--- src/rtl/pmtta_pkg.sv ---
// Shared constants for the power-management timer tick accounting core.
// Holds field widths, conversion factors and the register map; no dependencies.

package pmtta_pkg;

	// Default width of the free-running counter.
	localparam int PMTTA_COUNTER_BITS = 24;

	// Microseconds per counter cycle, scaled by 2^10.
	localparam logic [31:0] US_PER_CYCLE_NUM = 32'd286;
	localparam int          US_SHIFT         = 10;
	localparam logic [31:0] NS_PER_US        = 32'd1000;

	// Widths of the arithmetic values.
	localparam int US_W  = 32 - US_SHIFT;   // microseconds from one delta
	localparam int TL_W  = 20;              // tick length and remainder
	localparam int SUM_W = 23;              // microseconds plus remainder
	localparam int CNT_W = $clog2(SUM_W);   // divider step counter

	localparam logic [TL_W-1:0] TICK_LEN_RESET = TL_W'(1000);

	// Register map, by word index (byte address bit 2).
	localparam logic REG_TICK_LENGTH_US = 1'b0;

	// Request kinds.
	localparam logic REQ_TICK = 1'b0;
	localparam logic REQ_READ = 1'b1;

endpackage

--- src/rtl/pm_timer_tick_accounting_core.sv ---
// Tick accounting over a free-running power-management counter (uses pmtta_pkg).
// A bad sample goes from the check to the output register; a read item first passes
// two multiply steps and the add, and a tick item also the 23 divider steps and FIN.
// One item at a time; a new beat waits until the last result enters the output register.
// Reset (arst_n low, asynchronous) clears the sample, remainder and time base,
// arms the first-tick flag and loads a tick length of 1000 microseconds.

module pm_timer_tick_accounting_core
	import pmtta_pkg::*;
#(
	parameter int COUNTER_BITS = PMTTA_COUNTER_BITS
) (
	input  logic         clk,
	input  logic         arst_n,

	// Input beats.
	input  logic         s_tvalid,
	output logic         s_tready,
	input  logic [95:0]  s_tdata,   // [31:0] raw_read_a, [63:32] raw_read_b, [95:64] raw_read_c
	input  logic         s_tuser,   // [0] req_type

	// Result beats.
	output logic         m_tvalid,
	input  logic         m_tready,
	output logic [111:0] m_tdata,   // [22:0] offset_us, [86:23] monotonic_ns,
	                                // [109:87] extra_ticks, [111:110] zero
	output logic         m_tuser,   // [0] sample_bad

	// Configuration port.
	input  logic         psel,
	input  logic         penable,
	input  logic         pwrite,
	input  logic [2:0]   paddr,
	input  logic [31:0]  pwdata,
	output logic [31:0]  prdata,
	output logic         pready
);

	typedef enum logic [2:0] {
		ST_IDLE,
		ST_CHECK,
		ST_MUL_US,
		ST_MUL_NS,
		ST_ADD,
		ST_DIV,
		ST_FIN,
		ST_OUT
	} state_t;

	state_t state_q;

	// Configuration register.
	logic [TL_W-1:0] tick_len_q;

	// Accounting state.
	logic [COUNTER_BITS-1:0] last_sample_q;
	logic [TL_W-1:0]         tick_rem_q;
	logic [63:0]             base_q;
	logic                    first_q;

	// Item under work.
	logic                    req_q;
	logic [31:0]             read_a_q;
	logic [31:0]             read_b_q;
	logic [31:0]             read_c_q;
	logic [COUNTER_BITS-1:0] delta_q;
	logic [US_W-1:0]         us_q;
	logic [31:0]             ns_q;
	logic [SUM_W-1:0]        sum_q;
	logic [63:0]             base_sum_q;

	// Divider registers.
	logic [SUM_W-1:0] div_dvd_q;
	logic [SUM_W-1:0] div_quo_q;
	logic [TL_W-1:0]  div_rem_q;
	logic [CNT_W-1:0] div_cnt_q;

	// Staged result waiting for the output register.
	logic             res_bad_q;
	logic [SUM_W-1:0] res_off_q;
	logic [63:0]      res_mono_q;
	logic [SUM_W-1:0] res_extra_q;

	// Output register.
	logic             m_tvalid_q;
	logic             m_bad_q;
	logic [SUM_W-1:0] m_off_q;
	logic [63:0]      m_mono_q;
	logic [SUM_W-1:0] m_extra_q;

	// Combinational helpers.
	logic             inconsistent;
	logic [31:0]      us_prod;
	logic [31:0]      ns_prod;
	logic [TL_W:0]    div_shifted;
	logic             div_ge;
	logic [TL_W:0]    div_diff;
	logic             cfg_write;
	logic [TL_W-1:0]  cfg_value;

	// The reads are inconsistent when any one of them sits strictly between
	// the other two in the wrong order.
	assign inconsistent = ((read_a_q > read_b_q) && (read_a_q < read_c_q)) ||
	                      ((read_b_q > read_c_q) && (read_b_q < read_a_q)) ||
	                      ((read_c_q > read_a_q) && (read_c_q < read_b_q));

	// Both products keep only their low 32 bits.
	assign us_prod = 32'(delta_q) * US_PER_CYCLE_NUM;
	assign ns_prod = 32'(us_q) * NS_PER_US;

	// One restoring step: shift in the next dividend bit, subtract when it fits.
	assign div_shifted = {div_rem_q, div_dvd_q[SUM_W-1]};
	assign div_ge      = div_shifted >= {1'b0, tick_len_q};
	assign div_diff    = div_shifted - {1'b0, tick_len_q};

	assign s_tready = (state_q == ST_IDLE);

	assign m_tvalid = m_tvalid_q;
	assign m_tuser  = m_bad_q;
	assign m_tdata  = {2'b00, m_extra_q, m_mono_q, m_off_q};

	// Configuration port: every access completes in its access cycle.
	assign pready    = 1'b1;
	assign cfg_write = psel && penable && pwrite && pready &&
	                   (paddr[2] == REG_TICK_LENGTH_US);
	assign cfg_value = (pwdata[TL_W-1:0] == '0) ? TL_W'(1) : pwdata[TL_W-1:0];
	assign prdata    = (paddr[2] == REG_TICK_LENGTH_US) ? 32'(tick_len_q) : 32'd0;

	always_ff @(posedge clk or negedge arst_n) begin
		if (!arst_n) begin
			tick_len_q <= TICK_LEN_RESET;
		end else if (cfg_write) begin
			tick_len_q <= cfg_value;
		end
	end

	always_ff @(posedge clk or negedge arst_n) begin
		if (!arst_n) begin
			state_q       <= ST_IDLE;
			last_sample_q <= '0;
			tick_rem_q    <= '0;
			base_q        <= '0;
			first_q       <= 1'b1;
			req_q         <= REQ_TICK;
			read_a_q      <= '0;
			read_b_q      <= '0;
			read_c_q      <= '0;
			delta_q       <= '0;
			us_q          <= '0;
			ns_q          <= '0;
			sum_q         <= '0;
			base_sum_q    <= '0;
			div_dvd_q     <= '0;
			div_quo_q     <= '0;
			div_rem_q     <= '0;
			div_cnt_q     <= '0;
			res_bad_q     <= 1'b0;
			res_off_q     <= '0;
			res_mono_q    <= '0;
			res_extra_q   <= '0;
			m_tvalid_q    <= 1'b0;
			m_bad_q       <= 1'b0;
			m_off_q       <= '0;
			m_mono_q      <= '0;
			m_extra_q     <= '0;
		end else begin
			// In ST_OUT an accepted beat is replaced by the next one below.
			if (m_tvalid_q && m_tready && (state_q != ST_OUT)) begin
				m_tvalid_q <= 1'b0;
			end

			unique case (state_q)
				ST_IDLE: begin
					if (s_tvalid) begin
						req_q    <= s_tuser;
						read_a_q <= s_tdata[31:0];
						read_b_q <= s_tdata[63:32];
						read_c_q <= s_tdata[95:64];
						state_q  <= ST_CHECK;
					end
				end

				ST_CHECK: begin
					// The wrapped delta is taken in counter width.
					delta_q <= read_b_q[COUNTER_BITS-1:0] - last_sample_q;
					if (inconsistent) begin
						res_bad_q   <= 1'b1;
						res_off_q   <= '0;
						res_mono_q  <= '0;
						res_extra_q <= '0;
						state_q     <= ST_OUT;
					end else begin
						state_q <= ST_MUL_US;
					end
				end

				ST_MUL_US: begin
					us_q    <= us_prod[31:US_SHIFT];
					state_q <= ST_MUL_NS;
				end

				ST_MUL_NS: begin
					ns_q    <= ns_prod;
					sum_q   <= SUM_W'(tick_rem_q) + SUM_W'(us_q);
					state_q <= ST_ADD;
				end

				ST_ADD: begin
					base_sum_q <= base_q + 64'(ns_q);
					if (req_q == REQ_READ) begin
						res_bad_q   <= 1'b0;
						res_off_q   <= sum_q;
						res_mono_q  <= base_q + 64'(ns_q);
						res_extra_q <= '0;
						state_q     <= ST_OUT;
					end else begin
						div_dvd_q <= sum_q;
						div_quo_q <= '0;
						div_rem_q <= '0;
						div_cnt_q <= '0;
						state_q   <= ST_DIV;
					end
				end

				ST_DIV: begin
					div_dvd_q <= {div_dvd_q[SUM_W-2:0], 1'b0};
					div_quo_q <= {div_quo_q[SUM_W-2:0], div_ge};
					div_rem_q <= div_ge ? div_diff[TL_W-1:0] : div_shifted[TL_W-1:0];
					div_cnt_q <= div_cnt_q + CNT_W'(1);
					if (div_cnt_q == CNT_W'(SUM_W - 1)) begin
						state_q <= ST_FIN;
					end
				end

				ST_FIN: begin
					// The remainder is dropped on the first tick and when less
					// than one whole tick has passed.
					last_sample_q <= read_b_q[COUNTER_BITS-1:0];
					base_q        <= base_sum_q;
					first_q       <= 1'b0;
					res_bad_q     <= 1'b0;
					res_mono_q    <= base_sum_q;
					res_extra_q   <= (div_quo_q >= SUM_W'(2)) ? div_quo_q - SUM_W'(1) : '0;
					if (first_q || (div_quo_q == '0)) begin
						tick_rem_q <= '0;
						res_off_q  <= '0;
					end else begin
						tick_rem_q <= div_rem_q;
						res_off_q  <= SUM_W'(div_rem_q);
					end
					state_q <= ST_OUT;
				end

				ST_OUT: begin
					if (!m_tvalid_q || m_tready) begin
						m_tvalid_q <= 1'b1;
						m_bad_q    <= res_bad_q;
						m_off_q    <= res_off_q;
						m_mono_q   <= res_mono_q;
						m_extra_q  <= res_extra_q;
						state_q    <= ST_IDLE;
					end
				end

				default: begin
					state_q <= ST_IDLE;
				end
			endcase
		end
	end

endmodule

--- config.mk ---
export PLATFORM = sky130hd
export DESIGN_NAME = pm_timer_tick_accounting_core
export DESIGN_NICKNAME = d
export VERILOG_FILES = /design/src/rtl/pmtta_pkg.sv /design/src/rtl/pm_timer_tick_accounting_core.sv
export SDC_FILE = /design/constraint.sdc
export NUM_CORES = 2
export LEC_CHECK = 0
export BUFFER_PORTS_ARGS = -buffer_cell sky130_fd_sc_hd__buf_2
export CAP_MARGIN = 20
export CELL_PAD_IN_SITES_DETAIL_PLACEMENT = 0
export CELL_PAD_IN_SITES_GLOBAL_PLACEMENT = 2
export CORE_MARGIN = 2
export CORE_UTILIZATION = 25
export CTS_CLUSTER_SIZE = 10
export DETAILED_ROUTE_END_ITERATION = 6
export PLACE_DENSITY_LB_ADDON = 0.1
export SETUP_SLACK_MARGIN = 0.4
export SYNTH_ARGS = -nofsm -noshare
export SYNTH_HDL_FRONTEND = slang
export SYNTH_SLANG_ARGS = --single-unit
--- constraint.sdc ---
create_clock -name clk -period 6.3 [get_ports clk]
set_input_delay 0.315 -clock clk [delete_from_list [all_inputs] [get_ports clk]]
set_output_delay 0.315 -clock clk [all_outputs]
set_load 0.02 [all_outputs]
---- Yosys cells after proc, flatten, opt, wreduce, memory -nomap -nowiden ----
Index checks and enable logic that the tools add are counted.
cells by class
  $add $sub $neg .......................... 6
  $mul .................................... 2
  order comparisons ....................... 8
  eq/ne operators ......................... 15
  multiplexer cells ....................... 34
  bitwise logic cells ..................... 1
  reductions and logical operators ........ 23
operators with widths
  cell                                                  count
  one-hot mux 64 bit (3 select lines)                   1
  two-way mux 23 bit                                    6
  one-hot mux 23 bit (3 select lines)                   2
  two-way mux 64 bit                                    2
  two-way mux 20 bit                                    6
  greater-than comparator 32 bit                        3
  < comparator 32 bit                                   3
  one-hot mux 23 bit (2 select lines)                   2
  adder 64 x 32 -> 64 bit                               1
  one-hot mux 20 bit (2 select lines)                   1
  multiplier 24 x 8 -> 31 bit, second input constant    1
  multiplier 22 x 7 -> 29 bit, second input constant    1
  one-hot mux 3 bit (8 select lines)                    1
  subtractor 24 bit                                     1
  adder 20 x 22 -> 23 bit                               1
  >= comparator 23 x 2 -> 1 bit, second input constant  1
  zero test 23 bit                                      1
  subtractor 23 x 1 -> 23 bit, second input constant    1
  >= comparator 21 x 20 -> 1 bit                        1
  zero test 20 bit                                      1
  subtractor 20 bit                                     1
  equality test 3 bit, second input constant            4
  two-way mux 3 bit                                     4
  inequality test 2 bit, second input constant          6
  other kinds (19)                                      37
storage, ports and cells
  flip-flop bits (word level) ............. 685
  input port bits ......................... 139
  output and inout bits ................... 148

---- Logic depth before layout (Yosys ltp) ----
  word-level depth ........................ 6
  depth in mapped cells ................... 18
  depth with buffers taken out ............ 18

---- Least setup slack after synthesis ----
OpenSTA, ideal clock, no wires.
  path type ............................... register to register
  start ................................... register us_q[2]
  end ..................................... register ns_q[29]
  library setup time ...................... 0.129 ns
  arrival ................................. 5.037 ns
  required time ........................... 6.171 ns
  setup slack ............................. 1.134 ns
  cell stages (with the launch flop) ...... 19
  period minus slack after synthesis ...... 5.166 ns
  cells stage by stage .................... dfrtp_1 -> fa_1 -> fa_1 -> inv_1 -> fa_1 -> fa_1 -> inv_1 -> ha_1 -> and2_1 -> a311o_1 -> o31ai_1 -> a31oi_1 -> a221o_1 -> a21o_1 -> a21o_1 -> a31o_1 -> a21oi_1 -> xor2_1 -> o21ai_1
between the ends
  word-level cells in the longest chain between the ends .. 1
ends and longest elaborated chain
  item                         RTL line                              source
  start: declaration           pm_timer_tick_accounting_core.sv:67   logic [US_W-1:0] us_q;
  start signal: assignment     pm_timer_tick_accounting_core.sv:198  us_q <= us_prod[31:US_SHIFT];
  multiplier 22 x 7 -> 29 bit  pm_timer_tick_accounting_core.sv:109  assign ns_prod = 32'(us_q) * NS_PER_US;
  end signal: assignment       pm_timer_tick_accounting_core.sv:203  ns_q <= ns_prod;
  end: declaration             pm_timer_tick_accounting_core.sv:68   logic [31:0] ns_q;
Every way passes these cells.
A chain may end at the register's enable or synchronous reset.

---- Worst setup path in the final report ----
  start ................................... register us_q[0]
  end ..................................... register ns_q[29]
Same word-level chain as after synthesis.

==> results by group <==
Run status
  • Outcome: complete, no violations

GRT
  • Largest net degree at the start of global routing: 158
  • Gr usage total: 0.140
  • M2 GR Usage: 0.231
  • GRT overflow: 0
  • GR Layer Usage met3: 0.0191
  • First-pass GRT wire length: 181000 um
  • GRT met1 Usage: 0.192
  • Vias in the first global route: 30255
  • Antenna violations before repair: 3
  • Most used routing layer: met2

CTS
  • Sink Count: 685
  • Clk_lat worst skew: 0.70 ns
  • Total CTS buffers: 91
  • Max Buffers Root-to-Sink: 3
  • TritonCTS clock tree: built
  • H-tree depth: 3
  • Post-CTS setup buffer count: 0
  • Clock root cell: clkbuf_16
  • Clock slew at reported path FFs: 0.06 ns

Yosys
  • Number of flops mapped to enable cells by yosys: 0
  • Top-count cell post-synth: dfrtp_1
  • Main area contributors after synthesis: dfrtp_1 42%, ha_1 10%, fa_1 7.1%
  • Synth Instances: 3943
  • Distinct cells, synth: 76
  • Share of the synthesized area in the top cell type: 0.420
  • Largest area contributor in the synthesized netlist: dfrtp_1
  • Seq/Total Area, Yosys: 0.425
  • Top FF cell, synth: dfrtp_1
  • Synth Warn #: 0
  • FFs w/ async S/R, synth: 1.00
  • Netlist Area Pre-Place: 40400 um^2
  • Synth Register Bits: 685
  • Synth cell count leaders: 678 x dfrtp_1, 544 x nand2_1, 363 x o21ai_0, 337 x inv_1, 336 x ha_1
  • Mapped Avg Cell Area: 10.2 um^2

Worst setup path
  • Critical path's largest stage delay: 0.53 ns
  • Highest net fanout along the worst path: 7
  • Crit end category: flip-flop
  • CP dominant cell by count: fa_1
  • Required time of the critical path: 6.84 ns
  • Critical path launch point type: flip-flop
  • WP depth: 18
  • R2R Setup Slk: 0.75 ns
  • R2r startpoint: us_q[0]$_DFFE_PN0P_
  • Worst setup path endpoint: ns_q[29]$_DFFE_PN0P_
  • Critical Path AT: 6.10 ns
  • Crit path kind: flip-flop to flip-flop
  • Largest delay share family, worst path: adder cells
  • Worst-path cell chain: fa_1 > fa_1 > inv_1 > fa_1 > fa_1 > inv_1 > ha_1 > and2_1 > a311o_1 > o31ai_2 > a31oi_1 > a221o_1 > a21o_1 > a21o_1 > a31o_1 > a21oi_1 > xor2_1 > o21ai_1
  • RR Endpoint: ns_q[29]$_DFFE_PN0P_
  • Worst Reg-to-Reg Cells: 18
  • Worst path buffer plus inverter count: 2
  • Setup crit start: us_q[0]$_DFFE_PN0P_
  • CP max stage cell: fa_1

Cells and area
  • Final Core Density: 0.302
  • Area of the multi-input gates: 21400 um^2
  • Fillers: 16961
  • Synth-to-Final Area Change: 19.9%
  • Final nets: 4910
  • FF/Latch Area: 17200 um^2
  • Share of cells above drive strength 1: 0.161

STA
  • Relative slew slack: 0.294
  • Final clock skew: 0.0358 ns
  • Slew @ Worst Pin: 1.06 ns
  • Setup TNS: 0 ns
  • Slew Limit Fails: 0
  • FMAX: 0.180 GHz
  • Period Utilization, post-route: 0.881
  • Final setup viols: 0
  • RSZ-0062 raised after global routing: no
  • Worst Slack Setup Final: 0.748 ns
  • Hold Fails Final Rpt: 0
  • Tmin final: 5.55 ns

Place
  • PortBufs: 257
  • Final GP Congestion: 0.750
  • Pre-CTS WS: 0.598 ns
  • Final HPWL DP: 81500 um

Worst hold path
  • Worst hold start: penable
  • Hold/Removal Path Class: primary input to flip-flop

Detailed routing
  • Vias per inst: 4.39
  • Initial DRC count: 1079
  • Via count: 28591
  • WL/cell: 17.4 um
  • Routed WL: 114000 um
  • Antenna violation net count after detailed routing: 0
  • DRC viols: 0
  • DRT Pass-1 Iters: 5

Floorplan
  • Die area: 165000 um^2
  • Die width: 406 um
  • Initial core utilization: 0.252
  • Core area: 160000 um^2
  • Die Ht: 406 um
  • Ports: 287
  • Site row count: 147

Run
  • Max-capacitance violation count: 0
worst register-to-register path, delay by kind of cell (launching register included):
| kind | cells | cell delay [ns] |
|---|---|---|
| and+or+nand+nor | 1 | 0.18 |
| AOI/OAI and AO/OA | 9 | 2.12 |
| DFF | 1 | 0.49 |
| xor gates and xnor gates | 1 | 0.16 |
| adders and majority gates | 5 | 2.37 |
| buffers and inverters | 2 | 0.09 |
flip-flops by register name, indices dropped and copies added (netlist names), 24 cells and up:
register and cells:
base_sum_q 64, ns_q 29, delta_q 24, base_q 64, read_b_q 32, last_sample_q 24
m_mono_q 64, res_mono_q 64, read_a_q 32, read_c_q 32
cell usage in the layout, fill, tap and decap left out, types with 11 or more instances in the layout:
cell type / netlist / routed
a22o_1: 40 / 40
nand3_1: 36 / 36
a21oi_1: 143 / 142
a211oi_1: 21 / 20
a21o_1: 90 / 90
mux2i_1: 42 / 42
a221o_1: 27 / 27
inv_1: 337 / 337
o31ai_1: 21 / 20
fa_1: 144 / 144
clkbuf_16: 0 / 93
clkinv_2: 0 / 11
nand2_1: 544 / 542
xor2_1: 81 / 81
conb_1: 2 / 15
or3_1: 14 / 14
nand2b_1: 32 / 30
o2bb2ai_1: 23 / 23
clkbuf_1: 127 / 22
a31oi_1: 18 / 18
xnor2_1: 89 / 89
and3_1: 40 / 40
buf_2: 8 / 256
clkbuf_8: 0 / 27
dfrtp_1: 678 / 677
buf_4: 15 / 29
mux2_2: 224 / 224
nand4_1: 35 / 35
nor2_1: 149 / 146
dlygate4sd3_1: 0 / 121
ha_1: 336 / 336
nor2b_1: 24 / 23
nor3_1: 46 / 46
o21ai_0: 363 / 363
o21a_1: 19 / 19
nor4_1: 13 / 13
metrics by stage:
| step | cells | cell area (um^2) | hold WS, ns |
|---|---|---|---|
| final | 6520 | 48400 | 0.216 |
| after global routing | 6519 | 48400 | 0.214 |
| after CTS | 6519 | 48400 | 0.142 |
| after detailed placement | 6237 | 44100 | 0.409 |
| after global placement | 6237 | 44100 | 0.406 |
| after floorplan | 3956 | 40400 | 0.0194 |
layer usage:
layer,vias up,routed length [um]
li1,14287,-
met1,13823,54700
met2,361,53000
met3,118,3650
met4,2,2260
met5,-,13
final cells by class:
class | instances | share of cell area
Tap cell | 2160 | 0.0559
Multi-Input combinational cell | 2761 | 0.442
Antenna cell | 1 | 0.0000517
Clock buffer | 142 | 0.0575
Sequential cell | 685 | 0.355
Inverter | 338 | 0.0262
Clock inverter | 19 | 0.00512
Timing Repair Buffer | 414 | 0.0592
repair_timing:
action | 4_1_cts | 5_1_grt
resized for setup | 0 | 1
hold endpoints to repair | 198 | 0
hold buffers | 121 | 0
setup endpoints to repair | 0 | 1
worst min path at each step:
stage          cells past startpoint                         to  slack [ns]
6_report                           5  tick_len_q[0]$_DFFE_PN0P_        0.22
5_1_grt                            5  tick_len_q[0]$_DFFE_PN0P_        0.21
4_1_cts                            5  tick_len_q[0]$_DFFE_PN0P_        0.14
3_5_place_dp                       1  m_extra_q[15]$_DFFE_PN0P_        0.41
3_3_place_gp                       1  m_extra_q[15]$_DFFE_PN0P_        0.41
2_1_floorplan                      0      base_q[0]$_DFFE_PN0P_        0.02
kinds of logic after synthesis:
| kind of cell | share of synthesized area |
|---|---|
| XOR/XNOR | 0.0369 |
| multiplexers | 0.0729 |
| buffers and inverters | 0.0491 |
| AO/OA/AOI/OAI | 0.132 |
| adder cells (fa/ha/maj) | 0.176 |
| flip-flops | 0.425 |
| AND/OR/NAND/NOR | 0.108 |
| other | 0.000186 |
Power is not shown: default switching activity piles up to over one toggle a cycle in this logic, so the estimate is an artifact.
